==> config.mk <==
export PLATFORM = sky130hd
export DESIGN_NAME = comparison_bit_pattern_matcher
export DESIGN_NICKNAME = d
export VERILOG_FILES = /design/src/rtl/core/cbpm_pkg.sv /design/src/rtl/core/cbpm_cfg_regs.sv /design/src/rtl/core/cbpm_match_core.sv /design/src/rtl/core/comparison_bit_pattern_matcher.sv
export VERILOG_INCLUDE_DIRS = /design/src /design/src/rtl/core
export SDC_FILE = /design/constraint.sdc
export NUM_CORES = 1
export LEC_CHECK = 0
export BUFFER_PORTS_ARGS = -buffer_cell sky130_fd_sc_hd__buf_2
export CORE_MARGIN = 5
export CORE_UTILIZATION = 40
export CTS_CLUSTER_DIAMETER = 200
export DETAILED_ROUTE_END_ITERATION = 7
export GPL_TIMING_DRIVEN = 0
export PLACE_DENSITY = 0.55
export SYNTH_ARGS = -nofsm -noshare
export SYNTH_HDL_FRONTEND = slang
export SYNTH_HIERARCHICAL = 1
export SYNTH_SLANG_ARGS = --single-unit
==> constraint.sdc <==
create_clock -name clk -period 11 [get_ports clk]
set_input_delay 3.3 -clock clk [delete_from_list [all_inputs] [get_ports clk]]
set_output_delay 3.3 -clock clk [all_outputs]
set_load 0.05 [all_outputs]
==> src/rtl/core/assert_macros.svh <==
// ----------------------------------------------------------------------------
// assert_macros.svh
// Assertion macros shared by the RTL. Each macro states one concurrent
// property, clocked on the rising edge and disabled during reset. Synthesis
// builds see empty bodies.
// ----------------------------------------------------------------------------
`ifndef ASSERT_MACROS_SVH
`define ASSERT_MACROS_SVH

`ifndef SYNTHESIS

// Same-cycle implication: when ante holds, cons holds in the same cycle.
`define ASSERT_IMPLIES(label, clk, rst_n, ante, cons) \
    label: assert property (@(posedge clk) disable iff (!rst_n) (ante) |-> (cons)) \
        else $error("assertion failed");

// Next-cycle implication: when ante holds, cons holds in the next cycle.
`define ASSERT_NEXT(label, clk, rst_n, ante, cons) \
    label: assert property (@(posedge clk) disable iff (!rst_n) (ante) |=> (cons)) \
        else $error("assertion failed");

`else

`define ASSERT_IMPLIES(label, clk, rst_n, ante, cons)
`define ASSERT_NEXT(label, clk, rst_n, ante, cons)

`endif

`endif

==> src/rtl/core/cbpm_pkg.sv <==
// ----------------------------------------------------------------------------
// cbpm_pkg
// Types and constants of the comparison bit pattern matcher.
// ----------------------------------------------------------------------------
`default_nettype none

package cbpm_pkg;

    // Widest pattern and the width of one sample.
    localparam int MAX_PATTERN_BITS = 64;
    localparam int SAMPLE_WIDTH     = 32;

    // Shortest usable pattern length.
    localparam int QGRAM_MIN = 8;

    // Width that holds a pattern length up to and including the maximum.
    localparam int LEN_W = $clog2(MAX_PATTERN_BITS + 1);

    // Sample counter and match start width.
    localparam int COUNT_W = 32;

    // Configuration port.
    localparam int CFG_IDX_W  = 1;
    localparam int CFG_DATA_W = MAX_PATTERN_BITS;

    // Reset value of the pattern length register.
    localparam logic [LEN_W-1:0] LEN_RESET = LEN_W'(QGRAM_MIN);

    // Configuration register indexes.
    typedef enum logic [CFG_IDX_W-1:0] {
        REG_PATTERN_BITS = 1'b0,
        REG_PATTERN_LEN  = 1'b1
    } cfg_idx_e;

    // Pattern settings as the match logic sees them: the expected history
    // bits, the mask of history bits in use and the effective length.
    typedef struct packed {
        logic [MAX_PATTERN_BITS-1:0] expected;
        logic [MAX_PATTERN_BITS-1:0] mask;
        logic [LEN_W-1:0]            len;
    } cfg_t;

endpackage

`default_nettype wire

==> src/rtl/core/cbpm_cfg_regs.sv <==
// ----------------------------------------------------------------------------
// cbpm_cfg_regs
// Configuration registers. Holds the pattern and its length, clamps the
// length to the legal range and lines the pattern up with the history.
// ----------------------------------------------------------------------------
`default_nettype none

module cbpm_cfg_regs (
    input  wire logic                           clk,
    input  wire logic                           rst_n,
    input  wire logic                           cfg_valid,
    output logic                                cfg_ready,
    input  wire logic [cbpm_pkg::CFG_IDX_W-1:0]  cfg_index,
    input  wire logic [cbpm_pkg::CFG_DATA_W-1:0] cfg_data,
    output cbpm_pkg::cfg_t                      cfg
);

    import cbpm_pkg::*;

    logic [MAX_PATTERN_BITS-1:0] pattern_reg;
    logic [LEN_W-1:0]            len_reg;
    logic [LEN_W-1:0]            eff_len;
    logic [LEN_W-1:0]            shift_amt;
    logic [MAX_PATTERN_BITS-1:0] pattern_rev;

    // Writes are always taken.
    assign cfg_ready = 1'b1;

    // Register file.
    always_ff @(posedge clk or negedge rst_n)
    begin
        if (!rst_n)
        begin
            pattern_reg <= '0;
            len_reg     <= LEN_RESET;
        end
        else if (cfg_valid)
        begin
            case (cfg_idx_e'(cfg_index))
                REG_PATTERN_BITS: pattern_reg <= cfg_data[MAX_PATTERN_BITS-1:0];
                REG_PATTERN_LEN:  len_reg     <= cfg_data[LEN_W-1:0];
                default:          ;
            endcase
        end
    end

    // Clamp the length to the supported range.
    always_comb
    begin
        if (len_reg < LEN_W'(QGRAM_MIN))
            eff_len = LEN_W'(QGRAM_MIN);
        else if (len_reg > LEN_W'(MAX_PATTERN_BITS))
            eff_len = LEN_W'(MAX_PATTERN_BITS);
        else
            eff_len = len_reg;
    end

    // Pattern bit t pairs with history bit len-1-t, so the pattern is
    // reversed and then shifted down until its bit 0 sits at history bit
    // len-1.
    always_comb
    begin
        for (int i = 0; i < MAX_PATTERN_BITS; i++)
        begin
            pattern_rev[i] = pattern_reg[MAX_PATTERN_BITS-1-i];
        end
    end

    assign shift_amt    = LEN_W'(MAX_PATTERN_BITS) - eff_len;
    assign cfg.expected = pattern_rev >> shift_amt;
    assign cfg.mask     = ~({MAX_PATTERN_BITS{1'b1}} << eff_len);
    assign cfg.len      = eff_len;

endmodule

`default_nettype wire

==> src/rtl/core/cbpm_match_core.sv <==
// ----------------------------------------------------------------------------
// cbpm_match_core
// Comparison history, sample counter and window match. Each step forms one
// comparison bit, shifts it into the history, checks the window and loads
// the result register; the first sample's bit is not shifted in.
// ----------------------------------------------------------------------------
`default_nettype none

module cbpm_match_core (
    input  wire logic                             clk,
    input  wire logic                             rst_n,
    input  wire logic                             step,
    input  wire logic [cbpm_pkg::SAMPLE_WIDTH-1:0] cur_sample,
    input  wire cbpm_pkg::cfg_t                   cfg,
    output logic                                  res_free,
    output logic                                  out_valid,
    input  wire logic                             out_ready,
    output logic [cbpm_pkg::COUNT_W-1:0]          match_start
);

    import cbpm_pkg::*;

    `include "assert_macros.svh"

    logic [SAMPLE_WIDTH-1:0]     prev_reg;
    logic [MAX_PATTERN_BITS-1:0] hist_reg;
    logic [MAX_PATTERN_BITS-1:0] hist_next;
    logic [COUNT_W-1:0]          count_reg;
    logic [COUNT_W-1:0]          len_ext;
    logic [COUNT_W-1:0]          start_next;
    logic                        res_valid_reg;
    logic [COUNT_W-1:0]          start_reg;
    logic                        cmp_bit;
    logic                        hit;

    // Comparison bit, new history and window check.
    always_comb
    begin
        cmp_bit    = $signed(prev_reg) > $signed(cur_sample);
        hist_next  = {hist_reg[MAX_PATTERN_BITS-2:0], cmp_bit};
        len_ext    = COUNT_W'(cfg.len);
        start_next = count_reg - len_ext;
        hit        = (count_reg != '0) && (count_reg >= len_ext) &&
                     (((hist_next ^ cfg.expected) & cfg.mask) == '0);
    end

    // The result register can take a new result when empty or being drained.
    assign res_free    = !res_valid_reg || out_ready;
    assign out_valid   = res_valid_reg;
    assign match_start = start_reg;

    // Control state: history, counter and result valid.
    always_ff @(posedge clk or negedge rst_n)
    begin
        if (!rst_n)
        begin
            hist_reg      <= '0;
            count_reg     <= '0;
            res_valid_reg <= 1'b0;
        end
        else if (step)
        begin
            if (count_reg != '0)
                hist_reg <= hist_next;
            if (count_reg != '1)
                count_reg <= count_reg + 1'b1;
            res_valid_reg <= hit;
        end
        else if (out_ready)
        begin
            res_valid_reg <= 1'b0;
        end
    end

    // Payload: previous sample and match start.
    always_ff @(posedge clk)
    begin
        if (step)
        begin
            prev_reg <= cur_sample;
            if (hit)
                start_reg <= start_next;
        end
    end

    // The counter stays saturated once it reaches its top value.
    `ASSERT_NEXT(a_count_sat, clk, rst_n, count_reg == '1, count_reg == '1)
    // The first sample never yields a result.
    `ASSERT_NEXT(a_first_no_result, clk, rst_n, step && (count_reg == '0), !res_valid_reg)
    // A reported window always starts before the newest sample.
    `ASSERT_IMPLIES(a_start_order, clk, rst_n, res_valid_reg, start_reg < count_reg)
    // A step is only taken when the result register has room.
    `ASSERT_IMPLIES(a_step_room, clk, rst_n, step, res_free)

endmodule

`default_nettype wire

==> src/rtl/core/comparison_bit_pattern_matcher.sv <==
// ----------------------------------------------------------------------------
// comparison_bit_pattern_matcher
// Streams signed samples, forms a bit per neighbor pair (1 when the earlier
// sample is greater) and reports the start index of every window whose bits
// equal the configured pattern.
// ----------------------------------------------------------------------------
// One sample is taken per clock cycle as long as results are drained. A
// sample is held in the input register, then compared with its predecessor,
// shifted into the comparison history and checked against the pattern in a
// single step that loads the result register, which drives match_start. The
// result register is the only point of backpressure: in_ready drops only
// while a result waits and out_ready is low. Write pattern_bits and
// pattern_len only while no sample is in flight.
// ----------------------------------------------------------------------------
`default_nettype none

module comparison_bit_pattern_matcher (
    input  wire logic                             clk,
    input  wire logic                             rst_n,
    input  wire logic                             in_valid,
    output logic                                  in_ready,
    input  wire logic [cbpm_pkg::SAMPLE_WIDTH-1:0] sample,
    output logic                                  out_valid,
    input  wire logic                             out_ready,
    output logic [cbpm_pkg::COUNT_W-1:0]          match_start,
    input  wire logic                             cfg_valid,
    output logic                                  cfg_ready,
    input  wire logic [cbpm_pkg::CFG_IDX_W-1:0]    cfg_index,
    input  wire logic [cbpm_pkg::CFG_DATA_W-1:0]   cfg_data
);

    import cbpm_pkg::*;

    cfg_t                    cfg;
    logic                    s1_valid_reg;
    logic [SAMPLE_WIDTH-1:0] s1_sample_reg;
    logic                    res_free;
    logic                    step;

    // Configuration registers.
    cbpm_cfg_regs u_cfg (
        .clk       (clk),
        .rst_n     (rst_n),
        .cfg_valid (cfg_valid),
        .cfg_ready (cfg_ready),
        .cfg_index (cfg_index),
        .cfg_data  (cfg_data),
        .cfg       (cfg)
    );

    // Input stage: advances into the match step when the result side has room.
    assign step     = s1_valid_reg && res_free;
    assign in_ready = !s1_valid_reg || res_free;

    always_ff @(posedge clk or negedge rst_n)
    begin
        if (!rst_n)
            s1_valid_reg <= 1'b0;
        else if (in_ready)
            s1_valid_reg <= in_valid;
    end

    always_ff @(posedge clk)
    begin
        if (in_ready && in_valid)
            s1_sample_reg <= sample;
    end

    // Match step and result register.
    cbpm_match_core u_core (
        .clk         (clk),
        .rst_n       (rst_n),
        .step        (step),
        .cur_sample  (s1_sample_reg),
        .cfg         (cfg),
        .res_free    (res_free),
        .out_valid   (out_valid),
        .out_ready   (out_ready),
        .match_start (match_start)
    );

endmodule

`default_nettype wire
==> results of run 1 <==
worst min-delay path by stage:
| stage | from | end | slack, ns | depth (start not counted) |
|---|---|---|---|---|
| 4_1_cts | s1_sample_reg[20] | u_core/prev_reg[20] | 0.45 | 0 |
| 5_1_grt | s1_sample_reg[10] | u_core/prev_reg[10] | 0.45 | 0 |
| 3_5_place_dp | s1_sample_reg[20] | u_core/prev_reg[20] | 0.43 | 0 |
| 2_1_floorplan | s1_sample_reg[10] | u_core/prev_reg[10] | 0.43 | 0 |
| 3_3_place_gp | s1_sample_reg[31] | u_core/prev_reg[31] | 0.43 | 0 |
| 6_report | s1_sample_reg[20] | u_core/prev_reg[20] | 0.45 | 0 |
power groups by stage:
stage | Sequential [uW] | Combinational (uW) | Clock, uW
floorplan | 1250 | 1280 | 0
global placement | 1290 | 1920 | 0
detailed placement | 1300 | 1910 | 0
CTS | 1280 | 1920 | 992
global route | 1300 | 2080 | 1030
finish | 1280 | 1950 | 956
kinds of logic (layout without fill, tap and decap cells):
group,Yosys count,after routing,share of synthesized area
flops,264,264,0.418
compound gates,277,277,0.112
other cells,1,9,0.000221
fa+ha+maj,46,46,0.0344
xor+xnor,120,120,0.0620
simple gates,374,374,0.108
buf+inv,169,361,0.0465
mux,275,275,0.219
area by class of cell:
type / count / area [um2] / area share
multi-input cells: 1101 / 9100 / 0.471
flip-flops and latches: 264 / 7090 / 0.367
clock buffers: 40 / 838 / 0.0434
repair buffers: 136 / 713 / 0.0369
well taps: 539 / 674 / 0.0349
plain buffers: 104 / 538 / 0.0278
inverters: 65 / 249 / 0.0129
clock inverters: 16 / 115 / 0.00596
cell usage after synthesis, types with 6 or more instances:
cell	number	area [um2]
o22a_1	12	105
nand3_1	30	150
xor2_1	87	762
nand2b_1	6	37.5
nand2_1	119	447
or4_1	7	52.6
xnor2_1	33	289
o211ai_1	15	113
mux2_2	137	1540
o221ai_1	19	166
buf_4	14	105
buf_2	13	65.1
inv_1	63	236
o22ai_1	16	100
nand4_1	26	163
and2_1	15	93.8
a22oi_1	34	255
buf_6	9	101
a31oi_1	6	37.5
a221oi_1	10	87.6
nor2b_1	8	50.1
or3_1	10	62.6
o21ai_0	55	275
nor2_1	91	342
clkbuf_1	59	221
a211oi_1	7	52.6
and3_1	6	37.5
mux4_2	60	1350
dfrtp_1	167	4180
edfxtp_1	96	2880
ha_1	45	563
a21oi_1	54	270
mux2i_1	72	721
a21o_1	7	52.6
nor4_1	10	62.6
buf_1	8	30.0
nor3_1	26	130
per-layer routing:
metal / GRT usage / vias up / wire (um)
li1: - / 6058 / -
met4: 0.0832 / 0 / 2350
met5: 0 / - / 0
met3: 0.0311 / 105 / 2820
met2: 0.363 / 462 / 24500
met1: 0.313 / 6512 / 23400
worst reg2reg max path: stages (launching register included):
cell and delay (ns):
dfrtp_1 0.45, nor2_1 0.49, inv_1 0.13, nor2_1 0.48
inv_1 0.17, nor2_1 0.20, nor2_1 0.06, nand2_1 0.21
ha_1 0.33, buf_2 0.35, buf_1 0.71, buf_1 0.70
mux2i_1 0.70, nand2_1 0.16, a31oi_1 0.51, o221ai_1 0.34
xor2_1 0.28, a22o_1 0.21, a221oi_1 0.23, nand4_1 0.13
nor4_1 0.63, o211ai_1 0.29, nor2_4 0.73
placed cells by master, fill, tap and decap left out, types with 55 or more instances in the layout:
cell type  instances
buf_2            147
clkbuf_1          64
dfrtp_1          167
edfxtp_1          96
inv_1             63
mux2_2           137
mux2i_1           72
mux4_2            60
nand2_1          119
nor2_1            90
o21ai_0           55
xor2_1            87
stage by stage:
step | total power, uW | utilization
after global placement | 3210 | 0.437
after floorplan | 2530 | -
final | 4190 | 0.461
after global routing | 4410 | 0.461
after CTS | 4190 | 0.461
after detailed placement | 3210 | 0.438
==> results by group, run 1 <==
Critical path
  – Crit Path Max Fanout: 32
  – Cells on worst reg2reg path: 22
  – Critical Path, Cell by Cell: nor2_1, inv_1, nor2_1, inv_1, nor2_1, nor2_1, nand2_1, ha_1, buf_2, buf_1, buf_1, mux2i_1, nand2_1, a31oi_1, o221ai_1, xor2_1, a22o_1, a221oi_1, nand4_1, nor4_1, o211ai_1, nor2_4
  – Crit path top cell by count: nor2_1
  – Worst reg2reg startpoint: u_cfg/len_reg[6]
  – R2r endpoint: u_core/match_start[4]
  – Worst Setup SP: u_cfg/len_reg[6]
  – WP buf/inv: 5
  – Worst setup endpoint: u_core/match_start[4]
  – WP data required: 11.19 ns
  – Kind of critical path: reg2reg
  – R2R setup slack: 2.10 ns
  – CP arrival: 9.09 ns
  – Top Family by Delay on Critical Path: simple AND/OR/NAND/NOR gates
  – CP endpoint kind: flop
  – Crit start category: flop
  – Slowest CP cell: nor2_4
  – CP Depth: 22
  – Delay of the slowest critical-path stage: 0.73 ns

STA
  – Setup WS post-layout: 2.10 ns
  – Fin Hold WS: 0.449 ns
  – Fin. Hold Viols: 0
  – Slew @ Worst Pin: 1.33 ns
  – RSZ-0062 raised after global routing: no
  – Setup total negative slack: 0 ns
  – Worst Skew: 0.0199 ns
  – Tcrit/Tclk final: 0.809
  – Final setup violation count: 0
  – Pins over their slew limit: 0
  – Fmax: 0.112 GHz
  – Relative slew slack: 0.103
  – Minimum clock period: 8.90 ns

Clocking
  – Post-CTS setup buffers: 0
  – Post-CTS Resized: 0
  – CTS sink cnt: 264
  – Number of buffers created by CTS: 30
  – Hold buffer count at CTS: 0
  – Clk slew on worst S/H paths: 0.06 ns
  – CTS tree: done
  – Root Buffer: clkbuf_16
  – H-tree depth: 1
  – Worst-case clock buffer depth: 3
  – Skew-Pair Late Insertion Delay: 0.58 ns

Placement
  – Cell count after placement: 2209
  – Pre-CTS setup slack: 2.21 ns
  – Final GP Congestion: 0.947
  – Cell Area, Placed: 18400 um2
  – Port bufs: 135
  – HPWL Detailed: 41600 um

Floorplanning
  – Die Y: 216 um
  – Row cnt: 75
  – DIE AREA: 46600 um2
  – Initial core utilization: 0.404
  – Chip width: 216 um
  – Core Area: 41900 um2
  – I/O pin cnt: 137

Layout
  – Layout cells sized above 1: 0.253
  – Filler Cells Inserted: 3950
  – Max reg flops: 64
  – Final net count: 1850
  – N_diodes: 0
  – Finished layout cell area: 19300 um2
  – Final Instance Count excl. Fillers: 2265
  – Layout Area Growth over Synthesis: 14.0%

Drt
  – Total number of vias: 13100
  – Antenna Nets Post-Route: 0
  – DRT Pass-1 Iters: 5
  – Initial drt markers: 1001
  – DRC Markers: 0
  – Routed WL: 53000 um
  – Avg WL per Cell: 23.4 um
  – Vias per inst: 5.80

Power
  – Switching Share: 0.415
  – Pwr dens: 217 nW/um2
  – Int Power: 2450 uW
  – Sw Pwr: 1740 uW
  – Pleak: 0.00839 uW
  – Sequential fraction of design power: 0.306
  – Clock network fraction of total power: 0.228
  – Max IR drop VDD: 0.000122 V
  – Comb pwr share: 0.465

Synth
  – Post-synthesis sequential area ratio: 0.418
  – Top_reg_cell synth: dfrtp_1
  – FF+latch count, synth: 264
  – Cell variety after synth: 82
  – Cells after synthesis: 1526
  – Yosys Warn Count: 6
  – Avg Inst Size Synth: 11.1 um2
  – Synthesized cell area: 16900 um2
  – EDFF count, synth: 96
  – Post-synth ARST share: 0.636

GRT
  – First-pass GRT wire length: 82600 um
  – Initial antenna violation count: 0
  – GRT Total Usage: 0.226
  – Total grt overflow: 0
  – Vias in the first global route: 13400
  – Largest net degree at the start of global routing: 90

Status
  – Status: completed

Flow run
  – Max-cap viol count: 0

Hold path
  – HP Class: reg2reg
Power figures use the tool's default switching activity.
==> inputs of run 2 (changes only) <==
==> constraint.sdc (replaced) <==
create_clock -name clk -period 8.5 [get_ports clk]
set_input_delay 2.55 -clock clk [delete_from_list [all_inputs] [get_ports clk]]
set_output_delay 2.55 -clock clk [all_outputs]
set_load 0.05 [all_outputs]
==> results by group, run 2 (synthesis gave the netlist of run 1 again) <==
Status
  – Status: completed

Critical path
  – Delay of the slowest critical-path stage: 0.55 ns
  – Worst reg2reg startpoint: u_cfg/len_reg[6]
  – Crit start category: flop
  – R2r endpoint: u_core/match_start[31]
  – Crit Path Max Fanout: 16
  – R2R setup slack: 0.43 ns
  – Crit path top cell by count: nor2_1
  – Kind of critical path: reg2reg
  – CP endpoint kind: flop
  – Slowest CP cell: or4_1
  – WP data required: 8.72 ns
  – Cells on worst reg2reg path: 24
  – CP arrival: 8.28 ns
  – Critical Path, Cell by Cell: nor2_1, inv_1, nor2_1, inv_1, nor2_1, nor2_1, nand2_1, ha_1, ha_1, clkbuf_1, clkbuf_2, clkbuf_2, mux4_2, mux2i_1, nor2_1, a21oi_1, o221ai_1, xor2_1, a22oi_1, nand4_1, or4_1, nor4_2, o211ai_1, nor2_4

Hold path
  – HP Class: reg2reg
  – WHS Path Cells: 0
  – Hold endpoint: u_core/prev_reg[20]
  – HP Start: s1_sample_reg[20]

GRT
  – GRT Total Usage: 0.226
  – Total grt overflow: 0
  – Vias in the first global route: 13400
  – Initial antenna violation count: 0
  – First-pass GRT wire length: 82700 um
  – Largest net degree at the start of global routing: 90

Drt
  – DRT Pass-1 Iters: 5
  – Routed WL: 53300 um
  – Antenna Nets Post-Route: 0
  – Initial drt markers: 982
  – Vias per inst: 5.81
  – Avg WL per Cell: 23.5 um
  – DRC Markers: 0
  – Total number of vias: 13200

STA
  – RSZ-0062 raised after global routing: no
  – Minimum clock period: 8.07 ns
  – Tcrit/Tclk final: 0.949
  – Fmax: 0.124 GHz
  – Pins over their slew limit: 0
  – Worst Skew: 0.0190 ns
  – Slew @ Worst Pin: 1.23 ns
  – Relative slew slack: 0.173
  – Final setup violation count: 0
  – Fin. Hold Viols: 0
  – Fin Hold WS: 0.449 ns

Clocking
  – Clk slew on worst S/H paths: 0.06 ns
  – CTS tree: done
  – H-tree depth: 1
  – Hold buffer count at CTS: 0
  – Skew-Pair Late Insertion Delay: 0.58 ns
  – CTS sink cnt: 264
  – Number of buffers created by CTS: 30
  – Root Buffer: clkbuf_16
  – Worst-case clock buffer depth: 3

Power
  – Pwr dens: 280 nW/um2
  – Sequential fraction of design power: 0.305
  – Switching Share: 0.416
  – Int Power: 3170 uW
  – Clock network fraction of total power: 0.228
  – Comb pwr share: 0.467
  – Sw Pwr: 2260 uW
  – Max IR drop VDD: 0.000157 V
  – Pleak: 0.00843 uW

Floorplanning
  – Initial core utilization: 0.404
  – Row cnt: 75
  – Die Y: 216 um
  – DIE AREA: 46600 um2
  – Core Area: 41900 um2
  – I/O pin cnt: 137
  – Chip width: 216 um

Layout
  – Most common cell after layout, fill and taps aside: dfrtp_1
  – Final net count: 1852
  – Layout cells sized above 1: 0.261
  – Util after Layout: 0.462
  – Max reg flops: 64
  – Layout Area Growth over Synthesis: 14.4%
  – Most frequent cells in the layout: 167 x dfrtp_1, 148 x buf_2, 137 x mux2_2
  – N_diodes: 0
  – Filler Cells Inserted: 3950

Placement
  – HPWL Detailed: 41600 um
  – Port bufs: 135
  – Final GP Congestion: 0.947

Flow run
  – Max-cap viol count: 0
run 2: cell type report:
type / count / area, um2 / share of cell area
Tap cell: 539 / 674 / 0.0348
Buffer: 104 / 549 / 0.0283
Clock buffer: 40 / 838 / 0.0433
Timing Repair Buffer: 137 / 733 / 0.0378
Multi-Input combinational cell: 1102 / 9130 / 0.471
Inverter: 65 / 249 / 0.0128
Sequential cell: 264 / 7090 / 0.366
Clock inverter: 16 / 115 / 0.00594
run 2: power by group through the flow:
stage / clock, uW / sequential [uW] / combinational, uW
final: 1240 / 1660 / 2540
after global routing: 1340 / 1680 / 2700
after CTS: 1280 / 1660 / 2490
after detailed placement: 0 / 1680 / 2480
after global placement: 0 / 1670 / 2480
after floorplan: 0 / 1620 / 1660
run 2: timing repair:
action	CTS	global route
endpoints found under the hold margin	0	0
gates resized for setup	4	14
pin swaps	1	1
gates cloned	1	0
setup buffers	0	1
endpoints found under the setup margin	32	32
run 2: per-stage QoR:
step	setup slack, ns	cell area, um2	cells	power (uW)	TNS (ns)
6_report	0.434	19400	2267	5430	0
5_1_grt	0.0243	19400	2267	5720	0
4_1_cts	0.00441	19300	2266	5430	0
3_5_place_dp	-0.290	18400	2209	4160	-9.16
3_3_place_gp	-1.51	18300	2208	4150	-48.16
2_1_floorplan	1.84	17000	1534	3280	0
run 2: per-layer routing:
| metal | global-route usage | wire [um] | up-vias |
|---|---|---|---|
| li1 | - | - | 6068 |
| met4 | 0.0817 | 2450 | 0 |
| met1 | 0.313 | 23600 | 6522 |
| met5 | 0 | 0 | - |
| met2 | 0.364 | 24400 | 474 |
| met3 | 0.0315 | 2810 | 106 |
run 2: worst max-delay path by stage:
stage / from / to / slack, ns / cells after the start
6_report: u_cfg/len_reg[6] / u_core/match_start[31] / 0.43 / 24
4_1_cts: u_cfg/len_reg[5] / u_core/match_start[4] / 0.004 / 22
3_3_place_gp: u_cfg/len_reg[3] / u_core/match_start[6] / -1.51 / 20
3_5_place_dp: u_cfg/len_reg[6] / u_core/match_start[4] / -0.29 / 22
2_1_floorplan: u_cfg/len_reg[4] / u_core/match_start[0] / 1.84 / 22
5_1_grt: u_cfg/len_reg[5] / u_core/match_start[28] / 0.02 / 23
run 2: critical path: cells and delay by family, from the launching register on:
kind	cells	cell delay [ns]
simple gates	10	3.11
buf+inv	5	1.41
compound gates	4	1.28
mux	2	0.81
flops	1	0.45
fa+ha+maj	2	0.38
xor+xnor	1	0.23
